[config.mk]
export PLATFORM = sky130hd
export DESIGN_NAME = lgs_row_eval
export DESIGN_NICKNAME = d
export VERILOG_FILES = /design/src/hw/rtl/lgs_pkg.sv /design/src/hw/rtl/lgs_row_eval.sv
export SDC_FILE = /design/constraint.sdc
export NUM_CORES = 1
export LEC_CHECK = 0
export BUFFER_PORTS_ARGS = -buffer_cell sky130_fd_sc_hd__buf_2
export CORE_UTILIZATION = 56
export DETAILED_ROUTE_END_ITERATION = 7
export GPL_ROUTABILITY_DRIVEN = 1
export PLACE_DENSITY = 0.83
export SYNTH_ARGS = -nofsm -noshare
export SYNTH_HDL_FRONTEND = slang
export SYNTH_SLANG_ARGS = --single-unit
[constraint.sdc]
create_clock -name vclk -period 4.65
set_clock_uncertainty 0.2 [all_clocks]
set_input_delay 0.6975 -clock vclk [all_inputs]
set_output_delay 0.6975 -clock vclk [all_outputs]
set_load 0.01 [all_outputs]
[src/hw/rtl/lgs_pkg.sv]
// ----------------------------------------------------------------------------
// lgs_pkg
// Shared types, codes and the B3/S23 cell rule for the life generation block.
// ----------------------------------------------------------------------------
`default_nettype none

package lgs_pkg;

  localparam int CFG_W = 7;
  localparam int ROW_W = 6;
  localparam int COL_W = 6;

  localparam logic [CFG_W-1:0] SIZE_RESET = 7'd64;

  localparam logic [1:0] OP_WRITE = 2'd0;
  localparam logic [1:0] OP_READ  = 2'd1;
  localparam logic [1:0] OP_STEP  = 2'd2;

  localparam logic CFG_WIDTH  = 1'b0;
  localparam logic CFG_HEIGHT = 1'b1;

  localparam logic [3:0] BIRTH_COUNT = 4'd3;
  localparam logic [3:0] KEEP_COUNT  = 4'd2;

  typedef struct packed {
    logic [1:0]       op;
    logic [ROW_W-1:0] row;
    logic [COL_W-1:0] col;
    logic             alive_in;
  } lgs_in_t;

  typedef struct packed {
    logic       alive_out;
    logic [1:0] op_echo;
    logic       range_error;
  } lgs_out_t;

  function automatic logic life_next(input logic [7:0] nb, input logic alive);
    logic [3:0] n;
    n = '0;
    for (int i = 0; i < 8; i++) begin
      n = n + {3'b000, nb[i]};
    end
    return (n == BIRTH_COUNT) || ((n == KEEP_COUNT) && alive);
  endfunction

endpackage

`default_nettype wire

[src/hw/rtl/lgs_row_eval.sv]
// ----------------------------------------------------------------------------
// lgs_row_eval
// Next state of one board row from the rows above, at and below it.
// ----------------------------------------------------------------------------
`default_nettype none

module lgs_row_eval #(
  parameter int WIDTH = 64
) (
  input  wire logic [WIDTH-1:0] above,
  input  wire logic [WIDTH-1:0] center,
  input  wire logic [WIDTH-1:0] below,
  input  wire logic [WIDTH-1:0] keep,
  output logic      [WIDTH-1:0] next_row
);

  import lgs_pkg::*;

  logic [WIDTH+1:0] ap;
  logic [WIDTH+1:0] cp;
  logic [WIDTH+1:0] bp;

  // padded by a dead cell on each side: no wraparound
  assign ap = {1'b0, above, 1'b0};
  assign cp = {1'b0, center, 1'b0};
  assign bp = {1'b0, below, 1'b0};

  always_comb begin
    for (int c = 0; c < WIDTH; c++) begin
      next_row[c] = keep[c] & life_next({ap[c+2], ap[c+1], ap[c],
                                         cp[c+2], cp[c],
                                         bp[c+2], bp[c+1], bp[c]}, center[c]);
    end
  end

endmodule

`default_nettype wire

==> results by group <==
Global route
  • Number of antenna violations at the first check in global routing: 5
  • Number of global-route vias before repair: between 9000 and 10000
  • Total Routing Usage GR: around a quarter
  • Largest net degree at the start of global routing: 4
  • Overflow after GRT: 0
  • First-pass GRT wire length: around 41 mm

Worst setup path
  • Crit path cell chain: buf_2, inv_1, fa_1, fa_1, fa_1, inv_1, ha_1, fa_1, or2_0, a21oi_1, buf_2
  • Highest cell delay on the worst timing path: between 500 and 600 ps
  • Delay-heaviest family, CP: adder cells
  • Critical Path Stages: 11
  • Crit path capture: next_row[62]
  • Crit path kind: input pin to output pin
  • Critical Path Most Common Cell: fa_1
  • Data arrival time of the critical path: 3580 ps
  • Worst Setup SP: above[61]
  • Worst-path maximum fanout: 2
  • Slowest cell on crit path: fa_1
  • Startpoint Class: input pin
  • Crit path buf inv count: 4
  • CP Data Required Time: 3750 ps
  • CP endpoint kind: output pin

Route
  • Total number of vias: approximately 8800
  • DRC viols: 0
  • Final ANT Viol Nets: 0
  • Vias/cell: 4.95
  • DR WL/cell: between 10 and 15 um
  • Final WL: ~24 mm
  • DR pass1 iterations: 4
  • Iteration-0 DRC Markers: approximately 200

Place
  • DP Wirelength: between 20 and 25 mm
  • Place WS: ~150 ps
  • Area after DPL: roughly 13000 um^2
  • Routability cong.: ~0.89
  • Placed cell count: between 1500 and 2000
  • Port buffer count: between 300 and 400

Power and ir drop
  • Pwr per Cell Area: 199 nW/um^2
  • Overall power: between 2 and 3 mW
  • Peak supply drop: 0.124 mV
  • Leakage power: approximately 7.5 nW

Finish
  • Finished Layout Cells: 1776
  • Share of cells above drive strength 1: a little over a fifth
  • Final Cell Area: around 13000 um^2
  • Layout clock buffers: 0
  • Register area: 0 um^2
  • Final core utilization: about 68%
  • Area delta synth->final: 17.8%
  • # nets final: about 2200
  • FF+latch count: 0

Timing
  • Pins Over Slew Limit: 0
  • Max Freq: ~220 MHz
  • Min Tclk post-route: about 4500 ps
  • Final hold vios: 0
  • Worst setup margin: 175 ps
  • Worst Tran Pin Value: 233 ps
  • Slew Limit Headroom: 84.4%
  • Endpoints failing setup: 0
  • RSZ-0062 raised after global routing: no
  • Final hold slack: ~1500 ps
  • Final cycle utilization of the critical path: 96.2%
  • Setup TNS Final: 0 ps

Floorplan
  • DIE AREA: ~20000 um^2
  • Initial Util: ~58%
  • Placement Rows: 50
  • Ports: 320
  • Die Width: about 140 um
  • Die Span Y: 141 um
  • Placeable Area: approximately 19000 um^2

Yosys
  • Top-count cell post-synth: inv_1
  • Mapped Nets: ~1900
  • Synth cell count leaders: inv_1 (440), fa_1 (252), ha_1 (188)
  • Post-synthesis cell count: 1195
  • Mapped cell area: approximately 11000 um^2
  • Synth area leader: fa_1
  • Yosys Warn Count: 0
  • Post-synth top area share: 46.4%
  • Yosys cell types: 17
  • Mean Syn Cell Area: a little over 9 um^2
  • Sequential area share after synthesis: 0%
  • Top cells by area, synth: fa_1 (46%), ha_1 (22%), inv_1 (15%)

Status
  • Status: complete, no violations

Clocking
  • Cts hold-fix bufs: 0
  • Post-CTS setup buffer count: 0
  • # resized after CTS: 0

Run
  • Reported max-cap violation count: 0

Min path
  • HP Class: input pin to output pin
layout by cell type, fill, tap and decap left out, types with 5 or more instances in the layout:
cell type / count
fa_1: 252
or2_0: 15
inv_1: 440
o2111ai_1: 5
nand2_1: 8
a21oi_1: 116
nand2b_1: 6
nand3b_1: 6
buf_2: 320
nand3_1: 56
or2_1: 41
o211ai_1: 56
ha_1: 188
cell type report:
cell class / count / area, um^2
inverters: 440 / 1650
diodes: 1 / 2.50
multi-input cells: 755 / 9230
repair buffers: 320 / 1600
well taps: 260 / 325
fillers: 1529 / 6080
routing by layer:
metal	routed length (um)	track usage (%)
met1	9530	29.2
met2	12000	47.4
met3	1500	4.22
met4	491	4.63
met5	49	0
cell families after synthesis:
| group | synth area share, % |
|---|---|
| simple gates | 6.91 |
| fa+ha+maj | 68.0 |
| compound gates | 9.89 |
| buf+inv | 15.2 |
how the worst min path moves through the flow:
stage / start / endpoint / slack, ps / cells past startpoint
after floorplan: keep[63] / next_row[63] / 1300 / 2
after global placement: keep[63] / next_row[63] / 1500 / 4
after detailed placement: keep[0] / next_row[0] / 1500 / 4
after CTS: keep[0] / next_row[0] / 1500 / 4
after global routing: keep[0] / next_row[0] / 1530 / 4
final: keep[0] / next_row[0] / 1500 / 4
where the power goes:
part | internal [mW] | switching, mW | leakage, nW | total, mW
combinational | 1.17 | 1.39 | 7.47 | 2.55
clock | 0.0000000287 | 0 | 0.00000634 | 0.0000000287
sequential | 0 | 0 | 0 | 0
total | 1.17 | 1.39 | 7.47 | 2.55
No activity file was read; power rests on OpenSTA's default activity.
